### config.mk
export PLATFORM = sky130hd
export DESIGN_NAME = delta_position_packet_decoder_unit
export DESIGN_NICKNAME = d
export VERILOG_FILES = /design/src/sv/dpd_pkg.sv /design/src/sv/dpd_front.sv /design/src/sv/dpd_queue.sv /design/src/sv/dpd_back.sv /design/src/sv/delta_position_packet_decoder_unit.sv
export SDC_FILE = /design/constraint.sdc
export NUM_CORES = 1
export LEC_CHECK = 0
export ABC_AREA = 1
export BUFFER_PORTS_ARGS = -buffer_cell sky130_fd_sc_hd__buf_4
export CAP_MARGIN = 40
export CORE_MARGIN = 4
export CORE_UTILIZATION = 50
export DETAILED_ROUTE_END_ITERATION = 12
export PLACE_DENSITY_LB_ADDON = 0.08
export SYNTH_ARGS = -nofsm -noshare
export SYNTH_HDL_FRONTEND = slang
export SYNTH_SLANG_ARGS = --single-unit
export TNS_END_PERCENT = 20
### constraint.sdc
create_clock -name clk -period 17.6 [get_ports clk]
set_clock_uncertainty 0.05 [all_clocks]
set_input_delay 5.28 -clock clk [delete_from_list [all_inputs] [get_ports clk]]
set_output_delay 5.28 -clock clk [all_outputs]
set_load 0.005 [all_outputs]
### src/sv/dpd_pkg.sv
// shared types, constants and header decode helpers for the position packet decoder
package dpd_pkg;

  // configuration register indexes
  localparam logic CFG_HIGH_PRECISION = 1'b0;
  localparam logic CFG_SHORT_X        = 1'b1;

  localparam logic [7:0] LO_X_PRESENT = 8'h10;
  localparam logic [7:0] LO_Y_PRESENT = 8'h20;
  localparam logic [7:0] LO_STAMP16   = 8'h40;
  localparam logic [7:0] LO_IDENT24   = 8'h80;
  localparam logic [15:0] X_ABSENT    = 16'h1000;

  localparam logic [2:0] EL_NONE  = 3'd0;
  localparam logic [2:0] EL_Y8    = 3'd1;
  localparam logic [2:0] EL_Y16   = 3'd2;
  localparam logic [2:0] EL_XY8   = 3'd3;
  localparam logic [2:0] EL_XY16  = 3'd4;
  localparam logic [2:0] EL_XZERO = 3'd5;

  localparam logic [2:0] ST_SUB8    = 3'd0;
  localparam logic [2:0] ST_SUB8HI  = 3'd1;
  localparam logic [2:0] ST_SUB16   = 3'd2;
  localparam logic [2:0] ST_SUB15   = 3'd3;
  localparam logic [2:0] ST_RAW15   = 3'd4;
  localparam logic [2:0] ST_RAW23   = 3'd5;
  localparam logic [2:0] ST_IDENT24 = 3'd6;
  localparam logic [2:0] ST_NONE    = 3'd7;

  localparam logic [1:0] PH_HEADER = 2'd0;
  localparam logic [1:0] PH_FIRST  = 2'd1;
  localparam logic [1:0] PH_SECOND = 2'd2;
  localparam logic [1:0] PH_STAMP  = 2'd3;

  typedef struct packed {
    logic [2:0] first;
    logic [2:0] second;
    logic [2:0] form;
  } hcode_t;

  typedef struct packed {
    logic [2:0] l1;
    logic [2:0] l2;
    logic [2:0] l3;
  } seg_len_t;

  // one complete packet as handed from the parser to the decoder
  typedef struct packed {
    logic [7:0]      header;
    logic            hi;
    logic            short_x;
    logic [3:0][7:0] e1;
    logic [3:0][7:0] e2;
    logic [4:0][7:0] st;
  } pkt_t;

  // base-6 digits of the header via reciprocal multiply, exact for 8-bit values
  function automatic hcode_t split_header(input logic [7:0] h);
    logic [15:0] p6;
    logic [5:0]  q6;
    logic [15:0] p36;
    logic [2:0]  q36;
    hcode_t      r;
    p6  = 16'(h) * 16'd171;
    q6  = p6[15:10];
    p36 = 16'(q6) * 16'd171;
    q36 = p36[12:10];
    r.first  = 3'(h - 8'(q6) * 8'd6);
    r.second = 3'(q6 - 6'(q36) * 6'd6);
    r.form   = q36;
    return r;
  endfunction

  function automatic logic [2:0] elem_len(input logic [2:0] c, input logic sx);
    logic [2:0] r;
    unique case (c)
      EL_Y8:   r = 3'd1;
      EL_Y16:  r = 3'd2;
      EL_XY8:  r = sx ? 3'd2 : 3'd3;
      EL_XY16: r = sx ? 3'd3 : 3'd4;
      default: r = 3'd0;
    endcase
    return r;
  endfunction

  function automatic logic [2:0] stamp_len(input logic [2:0] f);
    logic [2:0] r;
    unique case (f)
      ST_SUB8, ST_SUB8HI:  r = 3'd1;
      ST_SUB16:            r = 3'd2;
      ST_SUB15, ST_RAW15:  r = 3'd3;
      ST_RAW23:            r = 3'd4;
      ST_IDENT24:          r = 3'd5;
      default:             r = 3'd0;
    endcase
    return r;
  endfunction

  function automatic seg_len_t seg_lens(input logic [7:0] h, input logic hi,
                                        input logic sx);
    hcode_t   c;
    seg_len_t r;
    c = split_header(h);
    if (hi) begin
      r.l1 = elem_len(c.first, sx);
      r.l2 = elem_len(c.second, sx);
      r.l3 = stamp_len(c.form);
    end else begin
      r.l1 = |(h & LO_X_PRESENT) ? 3'd2 : 3'd0;
      r.l2 = |(h & LO_Y_PRESENT) ? 3'd2 : 3'd0;
      r.l3 = (|(h & LO_STAMP16) ? 3'd2 : 3'd1) + (|(h & LO_IDENT24) ? 3'd3 : 3'd2);
    end
    return r;
  endfunction

endpackage

### src/sv/dpd_front.sv
// byte parser: tracks segments of the current packet and emits whole packets
module dpd_front (
  input  logic          clk,
  input  logic          rst,
  input  logic          high_precision,
  input  logic          short_x_mode,
  input  logic          byte_valid,
  input  logic [7:0]    data_byte,
  input  logic          room,
  output logic          push,
  output dpd_pkg::pkt_t pkt
);

  logic [1:0]      phase, phase_next;
  logic [2:0]      cnt, cnt_next;
  logic [7:0]      header;
  logic            hi, sx;
  logic [3:0][7:0] e1, e2, e1_next, e2_next;
  logic [4:0][7:0] st, st_next;
  logic [7:0]      h_cur;
  logic            hi_cur, sx_cur;
  dpd_pkg::seg_len_t lens;
  logic [2:0]      cur_len;
  logic            seg_done;
  logic            emit;
  logic            take;

  assign take = byte_valid && room;

  always_comb begin
    h_cur  = (phase == dpd_pkg::PH_HEADER) ? data_byte : header;
    hi_cur = (phase == dpd_pkg::PH_HEADER) ? high_precision : hi;
    sx_cur = (phase == dpd_pkg::PH_HEADER) ? short_x_mode : sx;
    lens   = dpd_pkg::seg_lens(h_cur, hi_cur, sx_cur);
    e1_next = e1;
    e2_next = e2;
    st_next = st;
    unique case (phase)
      dpd_pkg::PH_FIRST:  begin
        cur_len = lens.l1;
        e1_next[cnt[1:0]] = data_byte;
      end
      dpd_pkg::PH_SECOND: begin
        cur_len = lens.l2;
        e2_next[cnt[1:0]] = data_byte;
      end
      dpd_pkg::PH_STAMP:  begin
        cur_len = lens.l3;
        if (cnt < 3'd5) st_next[cnt] = data_byte;
      end
      default: cur_len = 3'd0;
    endcase
    seg_done = (phase == dpd_pkg::PH_HEADER) || (cnt + 3'd1 == cur_len);
    // skip empty segments; a packet may finish on its header byte
    emit = 1'b0;
    cnt_next = seg_done ? 3'd0 : cnt + 3'd1;
    phase_next = phase;
    if (seg_done) begin
      priority if (phase == dpd_pkg::PH_HEADER && lens.l1 != 3'd0) begin
        phase_next = dpd_pkg::PH_FIRST;
      end else if (phase != dpd_pkg::PH_STAMP && phase != dpd_pkg::PH_SECOND &&
                   lens.l2 != 3'd0) begin
        phase_next = dpd_pkg::PH_SECOND;
      end else if (phase != dpd_pkg::PH_STAMP && lens.l3 != 3'd0) begin
        phase_next = dpd_pkg::PH_STAMP;
      end else begin
        phase_next = dpd_pkg::PH_HEADER;
        emit = 1'b1;
      end
    end
  end

  assign push = take && emit;

  always_comb begin
    pkt.header  = h_cur;
    pkt.hi      = hi_cur;
    pkt.short_x = sx_cur;
    pkt.e1      = e1_next;
    pkt.e2      = e2_next;
    pkt.st      = st_next;
  end

  always_ff @(posedge clk) begin
    if (rst) begin
      phase  <= dpd_pkg::PH_HEADER;
      cnt    <= 3'd0;
      header <= 8'd0;
      hi     <= 1'b0;
      sx     <= 1'b0;
    end else if (take) begin
      phase  <= phase_next;
      cnt    <= cnt_next;
      header <= h_cur;
      hi     <= hi_cur;
      sx     <= sx_cur;
    end
  end

  always_ff @(posedge clk) begin
    if (take) begin
      e1 <= e1_next;
      e2 <= e2_next;
      st <= st_next;
    end
  end

endmodule

### src/sv/dpd_queue.sv
// two-entry packet queue between parser and decoder
module dpd_queue (
  input  logic          clk,
  input  logic          rst,
  input  logic          push,
  input  dpd_pkg::pkt_t wr_pkt,
  output logic          room,
  input  logic          pop,
  output logic          avail,
  output dpd_pkg::pkt_t rd_pkt
);

  dpd_pkg::pkt_t mem [2];
  logic       wp, rp;
  logic [1:0] count;

  assign room   = (count != 2'd2);
  assign avail  = (count != 2'd0);
  assign rd_pkt = mem[rp];

  always_ff @(posedge clk) begin
    if (rst) begin
      wp    <= 1'b0;
      rp    <= 1'b0;
      count <= 2'd0;
    end else begin
      if (push) wp <= ~wp;
      if (pop) rp <= ~rp;
      count <= count + 2'(push) - 2'(pop);
    end
  end

  always_ff @(posedge clk) begin
    if (push) mem[wp] <= wr_pkt;
  end

endmodule

### src/sv/dpd_back.sv
// packet decoder: element and stamp decode, running stamp, output register
module dpd_back (
  input  logic          clk,
  input  logic          rst,
  input  logic          avail,
  input  dpd_pkg::pkt_t pkt,
  output logic          pop,
  output logic          out_valid,
  input  logic          out_ready,
  output logic [151:0]  out_data
);

  typedef struct packed {
    logic [15:0] dx;
    logic [15:0] dy;
  } elem_t;

  function automatic elem_t dec_elem(input logic [2:0] c, input logic sx,
                                     input logic [3:0][7:0] e);
    elem_t r;
    r.dx = dpd_pkg::X_ABSENT;
    r.dy = 16'd0;
    unique case (c)
      dpd_pkg::EL_Y8:  r.dy = {{8{e[0][7]}}, e[0]};
      dpd_pkg::EL_Y16: r.dy = {e[0], e[1]};
      dpd_pkg::EL_XY8: begin
        if (sx) begin
          r.dx = (16'(e[0]) + 16'd1) << 5;
          r.dy = {{8{e[1][7]}}, e[1]};
        end else begin
          r.dx = {e[0], e[1]};
          r.dy = {{8{e[2][7]}}, e[2]};
        end
      end
      dpd_pkg::EL_XY16: begin
        if (sx) begin
          r.dx = (16'(e[0]) + 16'd1) << 5;
          r.dy = {e[1], e[2]};
        end else begin
          r.dx = {e[0], e[1]};
          r.dy = {e[2], e[3]};
        end
      end
      dpd_pkg::EL_XZERO: r.dx = 16'd0;
      default: ;
    endcase
    return r;
  endfunction

  logic [31:0] running;
  logic [31:0] run_next;
  dpd_pkg::hcode_t c;
  elem_t       el1, el2;
  logic [31:0] val;
  logic [16:0] sh;
  logic [15:0] be0;
  logic [31:0] fx, sx2;
  logic [31:0] fy, sy;
  logic        id3;

  always_comb begin
    c   = dpd_pkg::split_header(pkt.header);
    be0 = {pkt.st[0], pkt.st[1]};
    run_next = running;
    val = 32'd0;
    sh  = 17'd0;
    el1 = dec_elem(c.first, pkt.short_x, pkt.e1);
    el2 = dec_elem(c.second, pkt.short_x, pkt.e2);
    id3 = |(pkt.header & dpd_pkg::LO_IDENT24);
    if (pkt.hi) begin
      fy = {el1.dy, 16'd0};
      sy = {el2.dy, 16'd0};
      unique case (c.form)
        dpd_pkg::ST_SUB8: begin
          sh = 17'(pkt.st[0]);
          run_next = running - 32'(sh);
          val = run_next;
        end
        dpd_pkg::ST_SUB8HI: begin
          sh = 17'(pkt.st[0]) + 17'h100;
          run_next = running - 32'(sh);
          val = run_next;
        end
        dpd_pkg::ST_SUB16: begin
          sh = 17'(be0);
          run_next = running - 32'(sh);
          val = run_next;
        end
        dpd_pkg::ST_SUB15: begin
          sh = 17'(be0 >> 7);
          run_next = running - 32'({pkt.st[1][6:0], pkt.st[2]});
          val = run_next;
        end
        dpd_pkg::ST_RAW15: begin
          sh  = 17'(be0 >> 7);
          val = 32'({pkt.st[1][6:0], pkt.st[2]});
        end
        dpd_pkg::ST_RAW23: begin
          sh  = 17'(be0 >> 7);
          val = 32'({pkt.st[1][6:0], pkt.st[2], pkt.st[3]});
        end
        dpd_pkg::ST_IDENT24: begin
          sh  = 17'(be0);
          val = 32'({pkt.st[2], pkt.st[3], pkt.st[4]});
        end
        default: ;
      endcase
    end else begin
      // fixed fields: x and y only, y lands in the second x slot
      el1.dx = |(pkt.header & dpd_pkg::LO_X_PRESENT) ? {pkt.e1[0], pkt.e1[1]}
                                                     : dpd_pkg::X_ABSENT;
      el2.dx = |(pkt.header & dpd_pkg::LO_Y_PRESENT) ? {pkt.e2[0], pkt.e2[1]}
                                                     : dpd_pkg::X_ABSENT;
      fy = 32'd0;
      sy = 32'd0;
      if (|(pkt.header & dpd_pkg::LO_STAMP16)) begin
        sh  = 17'(be0);
        val = id3 ? 32'({pkt.st[2], pkt.st[3], pkt.st[4]})
                  : 32'({pkt.st[2], pkt.st[3]});
      end else begin
        sh  = 17'(pkt.st[0]);
        val = id3 ? 32'({pkt.st[1], pkt.st[2], pkt.st[3]})
                  : 32'({pkt.st[1], pkt.st[2]});
      end
    end
    fx  = 32'({el1.dx, 4'd0});
    sx2 = 32'({el2.dx, 4'd0});
  end

  assign pop = avail && (!out_valid || out_ready);

  always_ff @(posedge clk) begin
    if (rst) begin
      out_valid <= 1'b0;
      running   <= 32'd0;
    end else begin
      if (pop) begin
        out_valid <= 1'b1;
        running   <= run_next;
      end else if (out_ready) begin
        out_valid <= 1'b0;
      end
    end
  end

  always_ff @(posedge clk) begin
    if (pop) begin
      out_data <= {sh[15:0], val, sy, sx2[19:0], fy, fx[19:0]};
    end
  end

endmodule

### src/sv/delta_position_packet_decoder_unit.sv
// top level of the delta position packet decoder
// The unit takes one byte per cycle on the s_ side while the queue has room and gives one
// decoded packet on the m_ side on the byte that completes it (possibly the header byte
// itself). A byte-serial parser fills per-segment byte buffers and hands each finished
// packet to a two-entry queue; the decoder behind it works out elements and stamp, updates
// the running 32-bit stamp and holds the result in an output register. Sustained rate is
// one byte per cycle while the queue has room; a packet's result passes through the queue
// and then the output register. Both mode registers are sampled on a packet's header byte
// and govern that whole packet; write them only while the unit is idle.
module delta_position_packet_decoder_unit (
  input  logic         clk,
  input  logic         rst,
  // configuration: index 0 high_precision, index 1 short_x_mode
  input  logic         cfg_we,
  input  logic         cfg_index,
  input  logic         cfg_data,
  input  logic         s_tvalid,
  output logic         s_tready,
  input  logic [7:0]   s_tdata,   // data_byte
  output logic         m_tvalid,
  input  logic         m_tready,
  // first_x[19:0], first_y[51:20], second_x[71:52], second_y[103:72],
  // stamp_or_ident[135:104], short_stamp[151:136]
  output logic [151:0] m_tdata
);

  logic          high_precision, short_x_mode;
  logic          room, push, avail, pop;
  dpd_pkg::pkt_t wr_pkt, rd_pkt;

  // mode registers
  always_ff @(posedge clk) begin
    if (rst) begin
      high_precision <= 1'b0;
      short_x_mode   <= 1'b0;
    end else if (cfg_we) begin
      if (cfg_index == dpd_pkg::CFG_HIGH_PRECISION) high_precision <= cfg_data;
      if (cfg_index == dpd_pkg::CFG_SHORT_X) short_x_mode <= cfg_data;
    end
  end

  // a byte is taken whenever the queue can hold a packet it might complete
  assign s_tready = room;

  dpd_front u_front (
    .clk            (clk),
    .rst            (rst),
    .high_precision (high_precision),
    .short_x_mode   (short_x_mode),
    .byte_valid     (s_tvalid),
    .data_byte      (s_tdata),
    .room           (room),
    .push           (push),
    .pkt            (wr_pkt)
  );

  dpd_queue u_queue (
    .clk    (clk),
    .rst    (rst),
    .push   (push),
    .wr_pkt (wr_pkt),
    .room   (room),
    .pop    (pop),
    .avail  (avail),
    .rd_pkt (rd_pkt)
  );

  dpd_back u_back (
    .clk       (clk),
    .rst       (rst),
    .avail     (avail),
    .pkt       (rd_pkt),
    .pop       (pop),
    .out_valid (m_tvalid),
    .out_ready (m_tready),
    .out_data  (m_tdata)
  );

endmodule

* Yosys cells after proc, flatten, opt, wreduce, memory -nomap -nowiden
Memory sizes are Yosys's and may differ from the RTL's. A register that Yosys moved wholly into a read port is not among the register bits.
Index checks and enable logic that the tools add are counted.
** Cells by class
- Bitwise logic cells :: 3
- Eq/ne operators :: 37
- Reductions and logical operators :: 29
- Muxes and demuxes :: 60
- Magnitude comparators :: 5
- Multipliers :: 8
- Add/subtract/negate cells :: 15
** Operator list (number)
- two-way mux 32 bit :: 7
- one-hot mux 32 bit (7 select lines) :: 1
- one-hot mux 16 bit (4 select lines) :: 3
- one-hot mux 32 bit (4 select lines) :: 1
- two-way mux 16 bit :: 6
- one-hot mux 16 bit (3 select lines) :: 2
- two-way mux 40 bit :: 2
- two-way mux 24 bit :: 3
- bitwise mux 32 bit :: 2
- bitwise mux 40 bit :: 1
- equality test 3 x 2 -> 1 bit (second input constant) :: 12
- equality test 3 bit (second input constant) :: 12
- multiplier 8 x 8 -> 16 bit (second input constant) :: 2
- subtractor 32 x 15 -> 32 bit :: 1
- subtractor 32 x 16 -> 32 bit :: 1
- subtractor 32 x 17 -> 32 bit :: 1
- subtractor 32 x 8 -> 32 bit :: 1
- multiplier 6 x 8 -> 13 bit (second input constant) :: 2
- demux 8 bit (select 3 bit) :: 1
- two-way mux 8 bit :: 3
- one-hot mux 3 bit (4 select lines) :: 2
- adder 8 x 1 -> 9 bit (second input constant) :: 2
- equality test 3 x 1 -> 1 bit (second input constant) :: 6
- demux 8 bit (select 2 bit) :: 1
- other kinds (36) :: 82
** Word-level totals
- Word-level logic and storage cells :: 185
- Memories :: 1
- Output and inout bits :: 154
- Bits of input ports :: 15
- Bits in writable memories :: 228
- Flip-flop bits (word level) :: 302
** Memories
- u_queue.mem :: depth 2, width 114, read ports 1, clocked after memory_dff 1, wr ports 1, line dpd_queue.sv:13 : dpd_pkg::pkt_t mem [2];

* Longest topological paths before layout
Gate-level depths: netlist (run 1).
- Depth after elaboration :: 18
- Depth in mapped cells :: 54
- Mapped depth without buffers :: 53

* By module
A second synthesis (run 1) with hierarchy kept.
** Unflattened totals
- Cells, all modules :: 3769
- Area total of the unflattened synthesis :: 32697.6 um^2
** By module, submodules not included
- dpd_back :: area each 16179.3 um^2, sequential area each 4023.9 um^2, instances 1, cells each 2516
- dpd_queue :: area each 8698.3 um^2, sequential area each 6946.7 um^2, instances 1, cells each 386
- dpd_front :: area each 7733.7 um^2, sequential area each 3423.3 um^2, instances 1, cells each 854
- delta_position_packet_decoder_unit :: area each 86.3 um^2, sequential area each 40.0 um^2, instances 1, cells each 13

* Worst setup path after synthesis (run 1)
Ideal clock, no wire load.
- Path kind :: input -> register
- Start point :: input port s_tdata[3]
- End point :: memory u_queue.mem[0][0] (netlist name) (enable)
- Setup slack :: -0.616 ns
- Data required time :: 16.962 ns
- Arrival time :: 17.578 ns
- Stages on the path :: 48
- Cell sequence :: nand2_1 -> o21ai_0 -> inv_1 -> nor2_1 -> nor2_1 -> fa_1 -> fa_1 -> inv_1 -> fa_1 -> inv_1 -> ha_1 -> nand2_1 -> inv_1 -> nand3_1 -> o21ai_2 -> nand3_1 -> nand2_1 -> xor2_1 -> (+12 left out) -> xor2_1 -> inv_1 -> ha_1 -> xor2_1 -> xnor3_1 -> nor2_2 -> nand2_1 -> nand2_1 -> nand2_1 -> o21ai_0 -> inv_1 -> nand2_1 -> nand2_1 -> nand2_1 -> nand2_2 -> nand2_2 -> nand3_2 -> nor2_1
** Between the ends
- Cells in the longest elaborated chain, start to end :: 16
- Elaborated cells between the ends (all ways) :: 44
- Those cells by class :: add/sub: 2; mul: 4; eq/ne: 15; mux: 12; reduce/logical: 11
** Ends and longest elaborated chain
- start, declared :: line delta_position_packet_decoder_unit.sv:19 : input logic [7:0] s_tdata,
- two-way mux 8 bit (*) :: line dpd_front.sv:31 : h_cur = (phase == dpd_pkg::PH_HEADER) ? data_byte : header;
- net u_front.h_cur[3] :: line dpd_front.sv:20 : logic [7:0] h_cur;
- multiplier 8 x 8 -> 16 bit (*) :: line dpd_pkg.sv:64 : p6 = 16'(h) * 16'd171;
- multiplier 6 x 8 -> 13 bit :: line dpd_pkg.sv:66 : p36 = 16'(q6) * 16'd171;
- multiplier 3 x 2 -> 2 bit (tied with other cells) :: line dpd_pkg.sv:69 : r.second = 3'(q6 - 6'(q36) * 6'd6);
- subtractor 3 bit or OR reduction 2 bit (tied branches) :: line dpd_pkg.sv:69, dpd_pkg.sv:88
- equality test 3 bit (tied with other cells) :: line dpd_pkg.sv:76 : unique case (c)
- one-hot mux 3 bit (4 select lines) or two-way mux 9 bit (tied branches) :: line dpd_pkg.sv:76, dpd_pkg.sv:104
- two-way mux 9 bit (*) :: line dpd_pkg.sv:104 : if (hi) begin
- nonzero test 3 bit or logical AND 1 bit (tied branches) :: line dpd_front.sv:62, dpd_front.sv:64
- logical AND 1 bit or two-way mux 1 bit (tied branches) :: line dpd_front.sv:61, dpd_front.sv:64
- two-way mux 1 bit :: line dpd_front.sv:61 : end else if (phase != dpd_pkg::PH_STAMP && phase != dpd_pkg::PH_SECOND &&
- two-way mux 1 bit :: line dpd_front.sv:59 : priority if (phase == dpd_pkg::PH_HEADER && lens.l1 != 3'd0) begin
- two-way mux 1 bit (*) :: line dpd_front.sv:58 : if (seg_done) begin
- logical AND 1 bit (*) :: line dpd_front.sv:73 : assign push = take && emit;
- two-way mux 1 bit (*) :: line dpd_queue.sv:34 : if (push) mem[wp] <= wr_pkt;
- two-way mux 1 bit (implied by the code) (*) :: line dpd_queue.sv:34
- end, declared :: line dpd_queue.sv:13
Mark *: on every way through the listed nets, which the timed path passes. The rest lies on a longest branch.

* Worst setup path after layout (run 1)
- Start point :: input port s_tdata[2]
- End point :: memory u_queue.mem[1][61] (netlist name) (enable)
** Between the ends
- Cells in the longest elaborated chain, start to end :: 16
- Elaborated cells between the ends (all ways) :: 44
- Those cells by class :: add/sub: 2; mul: 4; eq/ne: 15; mux: 12; reduce/logical: 11
** Ends and longest elaborated chain (line)
- two-way mux 8 bit (*) :: dpd_front.sv:31
- net u_front.h_cur[2] :: dpd_front.sv:20
- multiplier 8 x 8 -> 16 bit :: dpd_pkg.sv:64
- multiplier 6 x 8 -> 13 bit :: dpd_pkg.sv:66
- multiplier 3 x 2 -> 2 bit (tied with other cells) :: dpd_pkg.sv:69
- subtractor 3 bit or OR reduction 2 bit (tied branches) :: dpd_pkg.sv:69, dpd_pkg.sv:88
- equality test 3 bit (tied with other cells) :: dpd_pkg.sv:76
- one-hot mux 3 bit (4 select lines) or two-way mux 9 bit (tied branches) :: dpd_pkg.sv:76, dpd_pkg.sv:104
- two-way mux 9 bit (*) :: dpd_pkg.sv:104
- nonzero test 3 bit or logical AND 1 bit (tied branches) :: dpd_front.sv:62, dpd_front.sv:64
- logical AND 1 bit or two-way mux 1 bit (tied branches) :: dpd_front.sv:61, dpd_front.sv:64
- two-way mux 1 bit :: dpd_front.sv:61
- two-way mux 1 bit :: dpd_front.sv:59
- two-way mux 1 bit (*) :: dpd_front.sv:58
- logical AND 1 bit (*) :: dpd_front.sv:73
- two-way mux 1 bit (*) :: dpd_queue.sv:34
- two-way mux 1 bit (implied by the code) (*) :: dpd_queue.sv:34
Marks and branches as above.

==> reports/qor.csv, run 1 <==
stage,metric,value,unit
grt,GR Util met2,41.7,%
route,DRT iter0 DRCs,2337,
timing,RSZ-0062 raised after global routing,false,
synth,Netlist cell types,63,
route,drt wl/cell,20.3,um
grt,GR met1 Demand/Resource,37.9,%
timing,Least-Margin Pin Slew,0.951,ns
synth,post-synthesis cell count,3231,
timing,Final setup viols,0,
clock_network,postcts setup bufs,0,
route,DRC viols,0,
layout,layout cells sized above 1,11.4,%
route,vias per cell,5.64,
run,max-cap viol count,0,
layout,most frequent cells in the layout,"681 x nand2_1, 444 x edfxtp_1, 336 x inv_1, 310 x o21ai_0, 293 x nor2_1",
timing,Hold Fails Final Rpt,0,
clock_network,cts repair resizes,0,
floorplanning,Core Area,58900,sq um
synth,register bit total from synthesis,499,
grt,Total GRT Usage,26.3,%
clock_network,H-tree depth,2,
floorplanning,Die Height,252,um
clock_network,CTS Root Cell,clkbuf_16,
synth,synthesized area,29700,sq um
critical_path,slowest CP cell,inv_4,
synth,"EDFF count, synth",444,
critical_path,r2r endpoint,u_back.running[23]$_SDFFE_PP0P_,
grt,largest net degree at the start of global routing,118,
clock_network,Num CTS Buffers,55,
clock_network,clk_lat worst skew,0.62,ns
critical_path,crit end category,register,
status,status,"finished, final reports clean",
grt,antenna violations before repair,3,
layout,area delta synth->final,13.0,%
critical_path,Crit path top cell by count,inv_1,
floorplanning,Rows,89,
layout,"commonest non-fill, non-tap cell in the layout",nand2_1,
route,Pre-antenna DRT Iters,5,
critical_path,worst setup path class,in -> reg,
timing,Final Critical Period,15.15,ns
floorplanning,die area,63300,sq um
placement,placed wire-length estimate,59800,um
timing,total negative slack,0,ns
floorplanning,Initial Utilization,50.4,%
synth,dominant synthesized flop cell,edfxtp_1,
clock_network,"Clk pin slew, worst setup/hold paths",0.06,ns
timing,fin. max-slew vios,0,
route,vias post-DR,23600,
clock_network,CTS max path bufs,3,
clock_network,Clock Sinks,499,
min_path,hold crit path type,reg -> reg,
clock_network,CTS tree,built,
grt,GR Overflow Total,0,
critical_path,Worst Path Max Fanout,67,
critical_path,R2R depth,42,
min_path,Hold Crit Depth,1,
min_path,HP Start,u_queue.rp$_SDFFE_PP0P_,
critical_path,crit start category,primary input,
layout,Nets,3611,
critical_path,required time of the worst setup path,17.80,ns
synth,"Seq/Total Area, Yosys",48.7,%
route,ANT nets after route,0,
timing,fmax,0.0660,GHz
critical_path,R2R setup slack,6.30,ns
timing,final period utilization,86.1,%
synth,Synthesis Warnings,0,
synth,"Avg Cell Area, Syn",9.18,sq um
floorplanning,Top Ports,169,
placement,routability congestion estimate,0.958,
grt,vias in the first global route,22500,
grt,first-pass GRT wire length,131000,um
timing,Max-slew headroom,36.4,%
grt,GR peak layer,met2,
clock_network,hold buffers post-CTS,0,
floorplanning,Die W,252,um
route,final wirelength,85000,um
critical_path,CP arrival,15.35,ns
placement,I/O Buffers,128,
critical_path,max incr delay on CP,0.56,ns
grt,GRT met3 Usage,3.98,%
synth,fraction of registers with async set/reset,0,%
==> cell families (layout without fill, tap and decap cells) <==
group	after synthesis	in the layout	synth area share, %
other	1	41	0.0126
flip-flops	499	499	48.7
AO/OA/AOI/OAI	652	652	12.3
multiplexers	32	32	1.08
adder cells (fa/ha/maj)	229	229	10.7
XOR/XNOR	104	104	3.18
buffers and inverters	499	643	7.01
AND/OR/NAND/NOR	1215	1215	17.1
==> cell usage after synthesis, types with 3 or more instances <==
library cell	number	area, sq um
buf_6	3	33.8
nand2_2	12	75.1
o21bai_1	3	22.5
inv_2	7	26.3
o21ai_2	5	43.8
a31oi_1	15	93.8
clkbuf_1	75	282
fa_1	41	821
a211oi_1	14	105
dfxtp_1	55	1100
clkinv_1	8	30.0
a22oi_1	3	22.5
inv_1	338	1270
nand3_2	3	30.0
buf_4	43	323
a21o_1	5	37.5
o21ai_1	36	180
buf_1	9	33.8
o31ai_1	7	52.6
o21ai_0	310	1550
nor2_1	294	1100
nor3_1	25	125
o221ai_1	22	193
a21oi_1	150	751
o2111ai_1	6	52.6
a31o_2	3	26.3
nor4_1	4	25.0
buf_2	13	65.1
edfxtp_1	444	13300
xor2_1	86	753
nor2_2	7	43.8
nand4_1	15	93.8
or2_2	50	313
nand2_1	681	2560
ha_1	188	2350
xnor2_1	16	140
mux2i_1	32	320
o32ai_1	5	43.8
o22ai_1	45	282
nor2_4	4	45.0
a221oi_1	5	43.8
nand3b_1	3	22.5
nand3_1	108	541
o211ai_1	8	60.1
==> critical path, delay by kind of cell <==
| kind | cells | cell delay [ns] |
|---|---|---|
| fa+ha+maj | 10 | 3.73 |
| buf+inv | 13 | 2.28 |
| compound gates | 9 | 1.58 |
| xor+xnor | 4 | 1.12 |
| simple gates | 14 | 1.26 |
==> sequential cells by signal, indices dropped and copies added, names as in the netlist, 2 cells and up, named ones only <==
| register | flops |
|---|---|
| u_front.phase | 2 |
| u_queue.mem | 228 |
| u_queue.count | 2 |
| u_front.st | 40 |
| u_front.cnt | 3 |
| u_back.out_data | 112 |
| u_back.running | 32 |
| u_front.e1 | 32 |
| u_front.e2 | 32 |
| u_front.header | 8 |
==> through the flow <==
step / instances / worst slack (ns) / cell area (sq um) / hold slack, ns / util, %
after CTS: 4186 / 2.41 / 33500 / 0.401 / 56.9
final: 4188 / 2.45 / 33500 / 0.403 / 56.9
after global placement: 4065 / 2.07 / 31400 / 0.383 / 53.3
after global routing: 4187 / 1.72 / 33500 / 0.414 / 56.9
after floorplan: 3270 / 1.31 / 29800 / 0.376 / -
after detailed placement: 4082 / 1.81 / 31600 / 0.393 / 53.6
==> routing by layer <==
metal / share of wire (%) / wire (um) / up-vias
li1: - / - / 11200
met1: 44 / 37200 / 11300
met2: 46 / 38800 / 939
met3: 7.8 / 6610 / 157
met4: 2.8 / 2370 / 0
met5: 0 / 0 / -
==> layout make-up <==
type	count	area, sq um
Tap cell	773	967
Fill cell	5216	25400
Clock buffer	59	1390
Clock inverter	45	552
Sequential cell	499	14400
Multi-Input combinational cell	2272	13300
Antenna cell	1	2.50
Inverter	356	1350
Timing Repair Buffer	183	1490
==> worst max-delay path by stage <==
stage / startpoint / endpoint / slack [ns] / depth (start not counted)
2_1_floorplan: s_tdata[3] / u_queue.mem[0][0]$_DFFE_PP_ / 1.31 / 48
3_3_place_gp: s_tdata[2] / u_queue.mem[1][48]$_DFFE_PP_ / 2.07 / 46
3_5_place_dp: s_tdata[2] / u_queue.mem[1][49]$_DFFE_PP_ / 1.81 / 46
4_1_cts: s_tdata[2] / u_queue.mem[1][69]$_DFFE_PP_ / 2.41 / 46
5_1_grt: s_tdata[2] / u_queue.mem[1][69]$_DFFE_PP_ / 1.72 / 46
6_report: s_tdata[2] / u_queue.mem[1][61]$_DFFE_PP_ / 2.45 / 50
Power of run 1 is left out: the tool's default activity adds up to more than one toggle a clock period on the data nets, which glitch-free logic cannot reach.
==> inputs of run 2 (changes only) <==
Settings changed: CORE_MARGIN 4 to default, CORE_UTILIZATION 50 to 25.
==> reports/qor.csv, run 2 (synthesized netlist as in run 1, its figures left out) <==
stage,metric,value,unit
clock_network,cts repair resizes,0,
timing,fmax,0.0672,GHz
critical_path,worst setup path class,in -> reg,
timing,Final Critical Period,14.89,ns
layout,area occupied by multi-input gates,13400,sq um
timing,Least-Margin Pin Slew,0.951,ns
grt,vias in the first global route,22600,
placement,I/O Buffers,128,
clock_network,H-tree depth,3,
timing,fin. max-slew vios,0,
clock_network,Num CTS Buffers,66,
timing,final period utilization,84.6,%
critical_path,slowest CP cell,fa_1,
min_path,HP Start,u_queue.rp$_SDFFE_PP0P_,
critical_path,r2r endpoint,u_back.running[4]$_SDFFE_PP0P_,
route,ANT nets after route,0,
critical_path,R2R setup slack,6.32,ns
clock_network,"Clk pin slew, worst setup/hold paths",0.06,ns
route,Pre-antenna DRT Iters,6,
route,drt wl/cell,20.2,um
grt,first-pass GRT wire length,149000,um
floorplanning,Initial Utilization,25.2,%
layout,Largest Register,u_queue.mem,
clock_network,CTS max path bufs,3,
layout,Seq. cell area,14400,sq um
grt,antenna violations before repair,3,
layout,"non-filler cells, final",4979,
placement,# placed instances,4862,
floorplanning,Die W,346,um
route,vias post-DR,22800,
layout,max reg flops,228,
timing,Hold Fails Final Rpt,0,
critical_path,R2R depth,43,
route,DRT iter0 DRCs,1584,
floorplanning,Core Area,118000,sq um
critical_path,CP arrival,15.11,ns
route,vias per cell,4.58,
floorplanning,Rows,126,
placement,routability congestion estimate,0.822,
status,status,"finished, final reports clean",
clock_network,clk_lat worst skew,0.64,ns
min_path,hold crit path type,reg -> reg,
critical_path,crit start category,primary input,
min_path,Hold Crit Depth,1,
timing,RSZ-0062 raised after global routing,false,
grt,largest net degree at the start of global routing,60,
layout,FILL cells,12400,
floorplanning,Top Ports,169,
timing,hold_ws,0.393,ns
layout,layout cells sized above 1,11.9,%
layout,most frequent cells in the layout,"681 x nand2_1, 444 x edfxtp_1, 337 x inv_1, 309 x o21ai_0, 292 x nor2_1",
layout,"commonest non-fill, non-tap cell in the layout",nand2_1,
critical_path,Worst Path Max Fanout,27,
critical_path,max incr delay on CP,0.56,ns
grt,Total GRT Usage,16.6,%
floorplanning,Die Height,346,um
clock_network,CTS Root Cell,clkbuf_16,
layout,top flop regs,"u_queue.mem: 228 flops, u_back.out_data: 112 flops, u_front.st: 40 flops",
clock_network,Clock Sinks,499,
placement,placed wire-length estimate,72400,um
floorplanning,die area,120000,sq um
critical_path,required time of the worst setup path,17.82,ns
run,max-cap viol count,0,
layout,Nets,3639,
critical_path,crit end category,register,
timing,Final setup viols,0,
route,DRC viols,0,
timing,total negative slack,0,ns
clock_network,CTS tree,built,
layout,area delta synth->final,17.6,%
clock_network,hold buffers post-CTS,0,
route,final wirelength,101000,um
grt,GR Overflow Total,0,
clock_network,postcts setup bufs,0,
timing,Max-slew headroom,35.9,%
==> run 2: worst max-delay path by stage <==
| stage | cells past startpoint | from | slack (ns) | endpoint |
|---|---|---|---|---|
| 6_report | 46 | s_tdata[2] | 2.71 | u_queue.mem[1][24]$_DFFE_PP_ |
| 5_1_grt | 50 | s_tdata[2] | 1.80 | u_queue.mem[1][33]$_DFFE_PP_ |
| 4_1_cts | 50 | s_tdata[2] | 2.64 | u_queue.mem[1][19]$_DFFE_PP_ |
| 3_5_place_dp | 50 | s_tdata[2] | 1.98 | u_queue.mem[1][3]$_DFFE_PP_ |
| 3_3_place_gp | 50 | s_tdata[2] | 1.77 | u_queue.mem[0][80]$_DFFE_PP_ |
| 2_1_floorplan | 48 | s_tdata[3] | 1.31 | u_queue.mem[0][0]$_DFFE_PP_ |
==> run 2: layer usage <==
| layer | vias up | global-route usage, % | wire length [um] |
|---|---|---|---|
| li1 | 11300 | - | - |
| met1 | 10900 | 23.2 | 49000 |
| met2 | 463 | 26.4 | 45200 |
| met3 | 96 | 2.93 | 4680 |
| met4 | 0 | 3.92 | 1700 |
| met5 | - | 0 | 0 |
==> run 2: final cells by class <==
type / count / area share, %
multi-input cells: 2272 / 38.3
well taps: 1536 / 5.51
inverters: 356 / 3.86
clock inverters: 34 / 1.09
repair buffers: 200 / 4.86
clock buffers: 81 / 4.98
diodes: 1 / 0.00717
flip-flops and latches: 499 / 41.4
==> run 2: per-stage QoR <==
step	util, %	setup slack, ns	area [sq um]
after detailed placement	27.8	1.98	32800
final	29.6	2.71	34900
after floorplan	-	1.31	29800
after global routing	29.6	1.80	34900
after CTS	29.6	2.64	34900
after global placement	27.5	1.77	32400
==> run 2: critical path, delay by kind of cell <==
kind,cells,cell delay (ns)
buffers and inverters,11,1.93
AO/OA/AOI/OAI,5,1.20
AND/OR/NAND/NOR,16,1.56
XOR/XNOR,5,1.39
adder cells (fa/ha/maj),9,3.69
Power of run 2 is left out for the same reason.
